## src/hdl/mexp_pkg.sv

```systemverilog
package mexp_pkg;

    // Default operand width for the exponentiation datapath
    localparam int WIDTH_DEFAULT = 32;

    // Sequencer states, one-hot
    typedef enum logic [4:0] {
        S_IDLE   = 5'b00001,
        S_REDUCE = 5'b00010,
        S_MUL    = 5'b00100,
        S_SQR    = 5'b01000,
        S_DONE   = 5'b10000
    } mexp_state_t;

endpackage

```

## src/hdl/modular_exponentiation_unit.sv

```systemverilog
// Operation: a request takes L + P products of the shared multiplier, L = bit length of the
//   exponent (1 for a zero exponent), P = number of ones in it. A zero modulus goes from
//   the input transaction straight to the result, with no product.
// Throughput: one item at a time; the next transaction is taken the cycle after the result
//   loads the free output register.
// Reset (rst_n, asynchronous, active low): modulus is 1, no item in flight, no result.
module modular_exponentiation_unit #(
    parameter int WIDTH = mexp_pkg::WIDTH_DEFAULT
) (
    input  logic             clk,
    input  logic             rst_n,
    input  logic             cfg_write_en,
    input  logic [WIDTH-1:0] cfg_write_data,
    input  logic             in_valid,
    output logic             in_stall,
    input  logic [WIDTH-1:0] base_value,
    input  logic [WIDTH-1:0] exponent,
    output logic             out_valid,
    input  logic             out_stall,
    output logic [WIDTH-1:0] power_mod,
    output logic             bad_modulus
);

    mexp_pkg::mexp_state_t state_reg, state_next;

    logic [WIDTH-1:0] modulus_reg;
    logic [WIDTH-1:0] acc_reg, acc_next;
    logic [WIDTH-1:0] b_reg, b_next;
    logic [WIDTH-1:0] exp_reg, exp_next;
    logic             bad_reg, bad_next;
    logic             out_valid_reg;
    logic [WIDTH-1:0] power_mod_reg;
    logic             bad_modulus_reg;

    logic             in_accept;
    logic             out_load;
    logic             mod_zero;
    logic [WIDTH-1:0] one_mod;
    logic [WIDTH-1:0] exp_shift;

    logic             mul_start;
    logic [WIDTH-1:0] mul_a;
    logic [WIDTH-1:0] mul_b;
    logic             mul_busy;
    logic             mul_done;
    logic [WIDTH-1:0] mul_result;

    assign mod_zero  = (modulus_reg == '0);
    assign one_mod   = (modulus_reg == WIDTH'(1)) ? '0 : WIDTH'(1);
    assign in_stall  = (state_reg != mexp_pkg::S_IDLE);
    assign in_accept = in_valid && !in_stall;
    assign out_load  = (state_reg == mexp_pkg::S_DONE) && (!out_valid_reg || !out_stall);
    assign exp_shift = {1'b0, exp_reg[WIDTH-1:1]};

    mexp_mulmod #(
        .WIDTH (WIDTH)
    ) u_mulmod (
        .clk    (clk),
        .rst_n  (rst_n),
        .start  (mul_start),
        .a      (mul_a),
        .b      (mul_b),
        .m      (modulus_reg),
        .busy   (mul_busy),
        .done   (mul_done),
        .result (mul_result)
    );

    always_comb
    begin
        state_next = state_reg;
        acc_next   = acc_reg;
        b_next     = b_reg;
        exp_next   = exp_reg;
        bad_next   = bad_reg;
        mul_start  = 1'b0;
        mul_a      = acc_reg;
        mul_b      = b_reg;
        case (state_reg)
            mexp_pkg::S_IDLE:
            begin
                if (in_accept)
                begin
                    exp_next = exponent;
                    bad_next = mod_zero;
                    if (mod_zero)
                    begin
                        acc_next   = '0;
                        state_next = mexp_pkg::S_DONE;
                    end
                    else
                    begin
                        // Reduce the base: (1 mod m) * base, mod m
                        acc_next   = one_mod;
                        mul_start  = 1'b1;
                        mul_a      = one_mod;
                        mul_b      = base_value;
                        state_next = mexp_pkg::S_REDUCE;
                    end
                end
            end
            mexp_pkg::S_REDUCE:
            begin
                if (mul_done)
                begin
                    b_next = mul_result;
                    if (exp_reg == '0)
                    begin
                        state_next = mexp_pkg::S_DONE;
                    end
                    else if (exp_reg[0])
                    begin
                        mul_start  = 1'b1;
                        mul_a      = acc_reg;
                        mul_b      = mul_result;
                        state_next = mexp_pkg::S_MUL;
                    end
                    else
                    begin
                        mul_start  = 1'b1;
                        mul_a      = mul_result;
                        mul_b      = mul_result;
                        state_next = mexp_pkg::S_SQR;
                    end
                end
            end
            mexp_pkg::S_MUL:
            begin
                if (mul_done)
                begin
                    acc_next = mul_result;
                    // Square only if higher exponent bits remain
                    if (exp_shift == '0)
                    begin
                        state_next = mexp_pkg::S_DONE;
                    end
                    else
                    begin
                        mul_start  = 1'b1;
                        mul_a      = b_reg;
                        mul_b      = b_reg;
                        state_next = mexp_pkg::S_SQR;
                    end
                end
            end
            mexp_pkg::S_SQR:
            begin
                if (mul_done)
                begin
                    b_next   = mul_result;
                    exp_next = exp_shift;
                    if (exp_shift == '0)
                    begin
                        state_next = mexp_pkg::S_DONE;
                    end
                    else if (exp_shift[0])
                    begin
                        mul_start  = 1'b1;
                        mul_a      = acc_reg;
                        mul_b      = mul_result;
                        state_next = mexp_pkg::S_MUL;
                    end
                    else
                    begin
                        mul_start  = 1'b1;
                        mul_a      = mul_result;
                        mul_b      = mul_result;
                        state_next = mexp_pkg::S_SQR;
                    end
                end
            end
            mexp_pkg::S_DONE:
            begin
                if (out_load)
                begin
                    state_next = mexp_pkg::S_IDLE;
                end
            end
            default:
            begin
                state_next = mexp_pkg::S_IDLE;
            end
        endcase
    end

    always_ff @(posedge clk or negedge rst_n)
    begin
        if (!rst_n)
        begin
            state_reg     <= mexp_pkg::S_IDLE;
            modulus_reg   <= WIDTH'(1);
            out_valid_reg <= 1'b0;
        end
        else
        begin
            state_reg <= state_next;
            if (cfg_write_en)
            begin
                modulus_reg <= cfg_write_data;
            end
            if (out_load)
            begin
                out_valid_reg <= 1'b1;
            end
            else if (!out_stall)
            begin
                out_valid_reg <= 1'b0;
            end
        end
    end

    always_ff @(posedge clk)
    begin
        acc_reg <= acc_next;
        b_reg   <= b_next;
        exp_reg <= exp_next;
        bad_reg <= bad_next;
        if (out_load)
        begin
            power_mod_reg   <= acc_reg;
            bad_modulus_reg <= bad_reg;
        end
    end

    assign out_valid   = out_valid_reg;
    assign power_mod   = power_mod_reg;
    assign bad_modulus = bad_modulus_reg;

`ifndef SYNTHESIS
    a_bad_gives_zero: assert property (@(posedge clk) disable iff (!rst_n)
        (out_valid_reg && bad_modulus_reg) |-> (power_mod_reg == '0))
        else $error("error result is not zero");

    a_result_reduced: assert property (@(posedge clk) disable iff (!rst_n)
        (out_valid_reg && !bad_modulus_reg) |-> (power_mod_reg < modulus_reg))
        else $error("result not below modulus");

    a_zero_mod_fast: assert property (@(posedge clk) disable iff (!rst_n)
        (in_accept && mod_zero) |=> (state_reg == mexp_pkg::S_DONE))
        else $error("zero modulus did not finish at once");

    a_start_idle_unit: assert property (@(posedge clk) disable iff (!rst_n)
        mul_start |-> !mul_busy)
        else $error("multiplier started while busy");
`endif

endmodule

```

## src/hdl/mexp_mulmod.sv

```systemverilog
module mexp_mulmod #(
    parameter int WIDTH = mexp_pkg::WIDTH_DEFAULT
) (
    input  logic             clk,
    input  logic             rst_n,
    input  logic             start,
    input  logic [WIDTH-1:0] a,
    input  logic [WIDTH-1:0] b,
    input  logic [WIDTH-1:0] m,
    output logic             busy,
    output logic             done,
    output logic [WIDTH-1:0] result
);

    localparam int CW = $clog2(WIDTH);

    logic [WIDTH-1:0] acc_reg, acc_next;
    logic [WIDTH-1:0] a_reg;
    logic [WIDTH-1:0] b_reg;
    logic [WIDTH-1:0] m_reg;
    logic [CW-1:0]    cnt_reg;
    logic             busy_reg;
    logic             done_reg;

    logic [WIDTH:0]   dbl;
    logic [WIDTH:0]   m_ext;
    logic [WIDTH:0]   dbl_red;
    logic [WIDTH-1:0] step1;
    logic [WIDTH:0]   sum;
    logic [WIDTH:0]   sum_red;

    // One interleaved step: acc = 2*acc (+ a if the multiplier bit is set), mod m
    always_comb
    begin
        m_ext   = {1'b0, m_reg};
        dbl     = {acc_reg, 1'b0};
        dbl_red = (dbl >= m_ext) ? (dbl - m_ext) : dbl;
        step1   = dbl_red[WIDTH-1:0];
        sum     = {1'b0, step1} + {1'b0, a_reg};
        sum_red = (sum >= m_ext) ? (sum - m_ext) : sum;
        acc_next = b_reg[WIDTH-1] ? sum_red[WIDTH-1:0] : step1;
    end

    always_ff @(posedge clk or negedge rst_n)
    begin
        if (!rst_n)
        begin
            busy_reg <= 1'b0;
            done_reg <= 1'b0;
            cnt_reg  <= '0;
        end
        else
        begin
            done_reg <= 1'b0;
            if (start)
            begin
                busy_reg <= 1'b1;
                cnt_reg  <= CW'(WIDTH - 1);
            end
            else if (busy_reg)
            begin
                cnt_reg <= cnt_reg - 1'b1;
                if (cnt_reg == '0)
                begin
                    busy_reg <= 1'b0;
                    done_reg <= 1'b1;
                end
            end
        end
    end

    always_ff @(posedge clk)
    begin
        if (start)
        begin
            acc_reg <= '0;
            a_reg   <= a;
            b_reg   <= b;
            m_reg   <= m;
        end
        else if (busy_reg)
        begin
            acc_reg <= acc_next;
            b_reg   <= {b_reg[WIDTH-2:0], 1'b0};
        end
    end

    assign busy   = busy_reg;
    assign done   = done_reg;
    assign result = acc_reg;

`ifndef SYNTHESIS
    a_no_restart: assert property (@(posedge clk) disable iff (!rst_n)
        start |-> !busy_reg)
        else $error("multiplier restarted while busy");

    a_done_after_busy: assert property (@(posedge clk) disable iff (!rst_n)
        done_reg |-> $past(busy_reg))
        else $error("done without a preceding busy cycle");

    a_result_reduced: assert property (@(posedge clk) disable iff (!rst_n)
        (done_reg && m_reg != '0) |-> (acc_reg < m_reg))
        else $error("multiplier result not reduced");
`endif

endmodule

```

## config.mk

```make
export PLATFORM = sky130hd
export DESIGN_NAME = modular_exponentiation_unit
export DESIGN_NICKNAME = d
export VERILOG_FILES = /design/src/hdl/mexp_pkg.sv /design/src/hdl/modular_exponentiation_unit.sv /design/src/hdl/mexp_mulmod.sv
export SDC_FILE = /design/constraint.sdc
export NUM_CORES = 1
export LEC_CHECK = 0
export BUFFER_PORTS_ARGS = -buffer_cell sky130_fd_sc_hd__buf_2
export CAP_MARGIN = 10
export CORE_MARGIN = 5
export CORE_UTILIZATION = 45
export CTS_BUF_LIST = sky130_fd_sc_hd__clkbuf_8 sky130_fd_sc_hd__clkbuf_16
export DETAILED_ROUTE_END_ITERATION = 12
export PLACE_DENSITY = 0.61
export RECOVER_POWER = 50
export SLEW_MARGIN = 20
export SYNTH_ARGS = -nofsm -noshare
export SYNTH_HDL_FRONTEND = slang
export SYNTH_SLANG_ARGS = --single-unit
```

## constraint.sdc

```tcl
create_clock -name clk -period 11.8 [get_ports clk]
set_clock_uncertainty 0.15 [all_clocks]
set_input_delay 0 -clock clk [delete_from_list [all_inputs] [get_ports clk]]
set_output_delay 0 -clock clk [all_outputs]
set_load 0.005 [all_outputs]
```

==> metrics.txt <==
outcome=finished with violations; violated checks=max-capacitance violations, max-slew violations; Post-Route WL=58900 um; Worst-path clk slew=60 ps; via count=between 15000 and 20000; Starting Density=0.457; RSZ-0062 raised after global routing=no; Fmax=approximately 110 MHz; maxcap violations=4; I/O Pins=136; diode count=0; fill count=between 3000 and 4000; DIE WIDTH=between 200 and 250 um; GR Overflow Total=0; CP Class=flop to flop; DRT Pass-1 Iters=7; Final Critical Period=slightly above 9000 ps; largest net degree at the start of global routing=64; slew at the pin with the worst max-slew slack=roughly 1700 ps; core footprint=about 41000 um^2; ANT nets after route=0; synthesis-stage register bit count=between 300 and 400; clock root buffer master=clkbuf_16; critical path startpoint=u_mulmod.result[26]; Rel. slew slack=-0.146; Synth warnings=0; number of remaining DRC errors=0; CTS tree=yes; # hold bufs at CTS=between 100 and 150; Tcrit/Tclk final=0.779; HPWL Detailed=~43000 um; H-tree levels=2; Synth Instances=1937; Final TNS setup=0 ps; hold path startpoint=exponent[27]; Crit path required time=~12000 ps; fin. max-slew vios=between 90 and 100; post-layout util=0.545; layout cells sized above 1=0.125; die span in y=approximately 210 um; Critical Path End Type=flop; hold path cells=4; ys flop type=edfxtp_1; post-synthesis cell type count=100; TritonCTS Buffers=36; sequential area share after synthesis=0.455; vias in the first global route=15600; worst-case clock buffer depth=3; EDFF count, synth=226; Mean Syn Cell Area=9.70 um^2; post-synth net total=~2100; worst hold path class=input pin to flop; crit-path max FO=20; post-CTS setup repair buffer count=0; asr flop ratio synth=0.149; Reg2Reg Depth=25; vias per inst=a little under 6; Sinks on Clock Net=303; Worst-Skew Late Latency=between 500 and 600 ps; first-pass GRT wire length=90900 um; number of DRC markers in iteration 0=around 1700; Die ar.=45900 um^2; Port Buffers=~140; Tot GR Track Use=0.248; area added between synthesis and finish=19.2%; nets=between 2000 and 2500; row cnt=between 70 and 80; synthesized area=~19000 um^2; Post-CTS Resized=0; Setup-failing EPs final=0; crit path DAT=between 9000 and 10000 ps; Routed WL per cell=21.5 um; Critical R2R Launch=u_mulmod.result[26]; RD Place Congestion=about 0.94; initial antenna violation count=1; final hold violations=0; Setup crit start kind=flop
[metrics by stage]
step / setup slack [ps] / area [um^2] / instances / hold slack, ps
global route: 1970 / 22400 / 2740 / 110
finish: 2610 / 22400 / 2740 / 102
detailed placement: 2790 / 20000 / 2539 / -137
global placement: 2850 / 19900 / 2536 / 83.6
floorplan: 4580 / 18800 / 1937 / -446
CTS: 2730 / 22500 / 2739 / 73.5
[cells in the mapped netlist (37+ instances only)]
cell type | n | area, um^2
o21ai_0 | 132 | 661
nor3_1 | 37 | 185
nand2_1 | 303 | 1140
nor2_1 | 108 | 405
mux2_2 | 44 | 495
ha_1 | 98 | 1230
clkbuf_1 | 72 | 270
and2_1 | 39 | 244
a21oi_1 | 108 | 541
a21o_1 | 43 | 323
xnor2_1 | 49 | 429
dfrtp_1 | 43 | 1080
inv_1 | 93 | 349
edfxtp_1 | 226 | 6790
a31oi_1 | 52 | 325
[worst paths after layout]
kind,to,slack (ps)
worst max-delay path,u_mulmod.result[26],2610
worst min register to register,bad_modulus,280
max in group asynchronous,modulus_reg[28],9390
min in group asynchronous,modulus_reg[0],660
worst min-delay path,exp_reg[27],100
worst max register to register,u_mulmod.result[26],2610
[logic make-up (layout without fill, tap and decap cells)]
| kind of cell | Yosys count | after routing | share of synthesized area |
|---|---|---|---|
| mux | 55 | 55 | 0.0322 |
| flops | 303 | 303 | 0.455 |
| buf+inv | 184 | 455 | 0.0407 |
| fa+ha+maj | 101 | 101 | 0.0685 |
| simple gates | 641 | 641 | 0.159 |
| xor+xnor | 75 | 75 | 0.0350 |
| compound gates | 578 | 578 | 0.210 |
[cell usage in the layout, fill, tap and decap left out, drive strengths merged, types with 68 or more instances in the layout]
cell         count
a21oi          110
nor2           108
nand2          304
o21ai          134
ha              98
buf            132
edfxtp         226
clkbuf          68
dlygate4sd3    134
inv            103
[layout make-up]
type	count	area (um^2)	area share
clock inverters	26	185	0.00827
flip-flops and latches	303	8560	0.382
well taps	532	666	0.0297
multi-input cells	1450	9500	0.424
inverters	95	359	0.0160
clock buffers	40	956	0.0427
repair buffers	294	2180	0.0973
[critical path: stages (launching register included)]
cell and delay (ps):
dfxtp_1 410, ha_1 480, nand2_2 150, nor2_1 470, nor4b_1 560, a41oi_1 290
o21a_1 500, nand3_4 360, mux2_2 400, ha_1 380, o211ai_1 150, a21o_1 220
a211o_1 330, a2111o_1 480, nor2b_1 170, o21ai_0 210, xor2_1 390, ha_1 360
a21oi_1 250, o211ai_1 150, a22oi_1 200, a21oi_1 100, nor3_1 560, nand3_2 560
o2111a_1 420, or3_1 350
[metal layers]
layer,vias up,track usage,share of wire
met5,-,0,0
met4,0,0.0545,0.020
li1,7717,-,-
met1,7786,0.378,0.47
met2,716,0.373,0.43
met3,82,0.0385,0.081
Power is left out: the tool's default activity adds up to more than one toggle a clock period on the data nets, which glitch-free logic cannot reach.
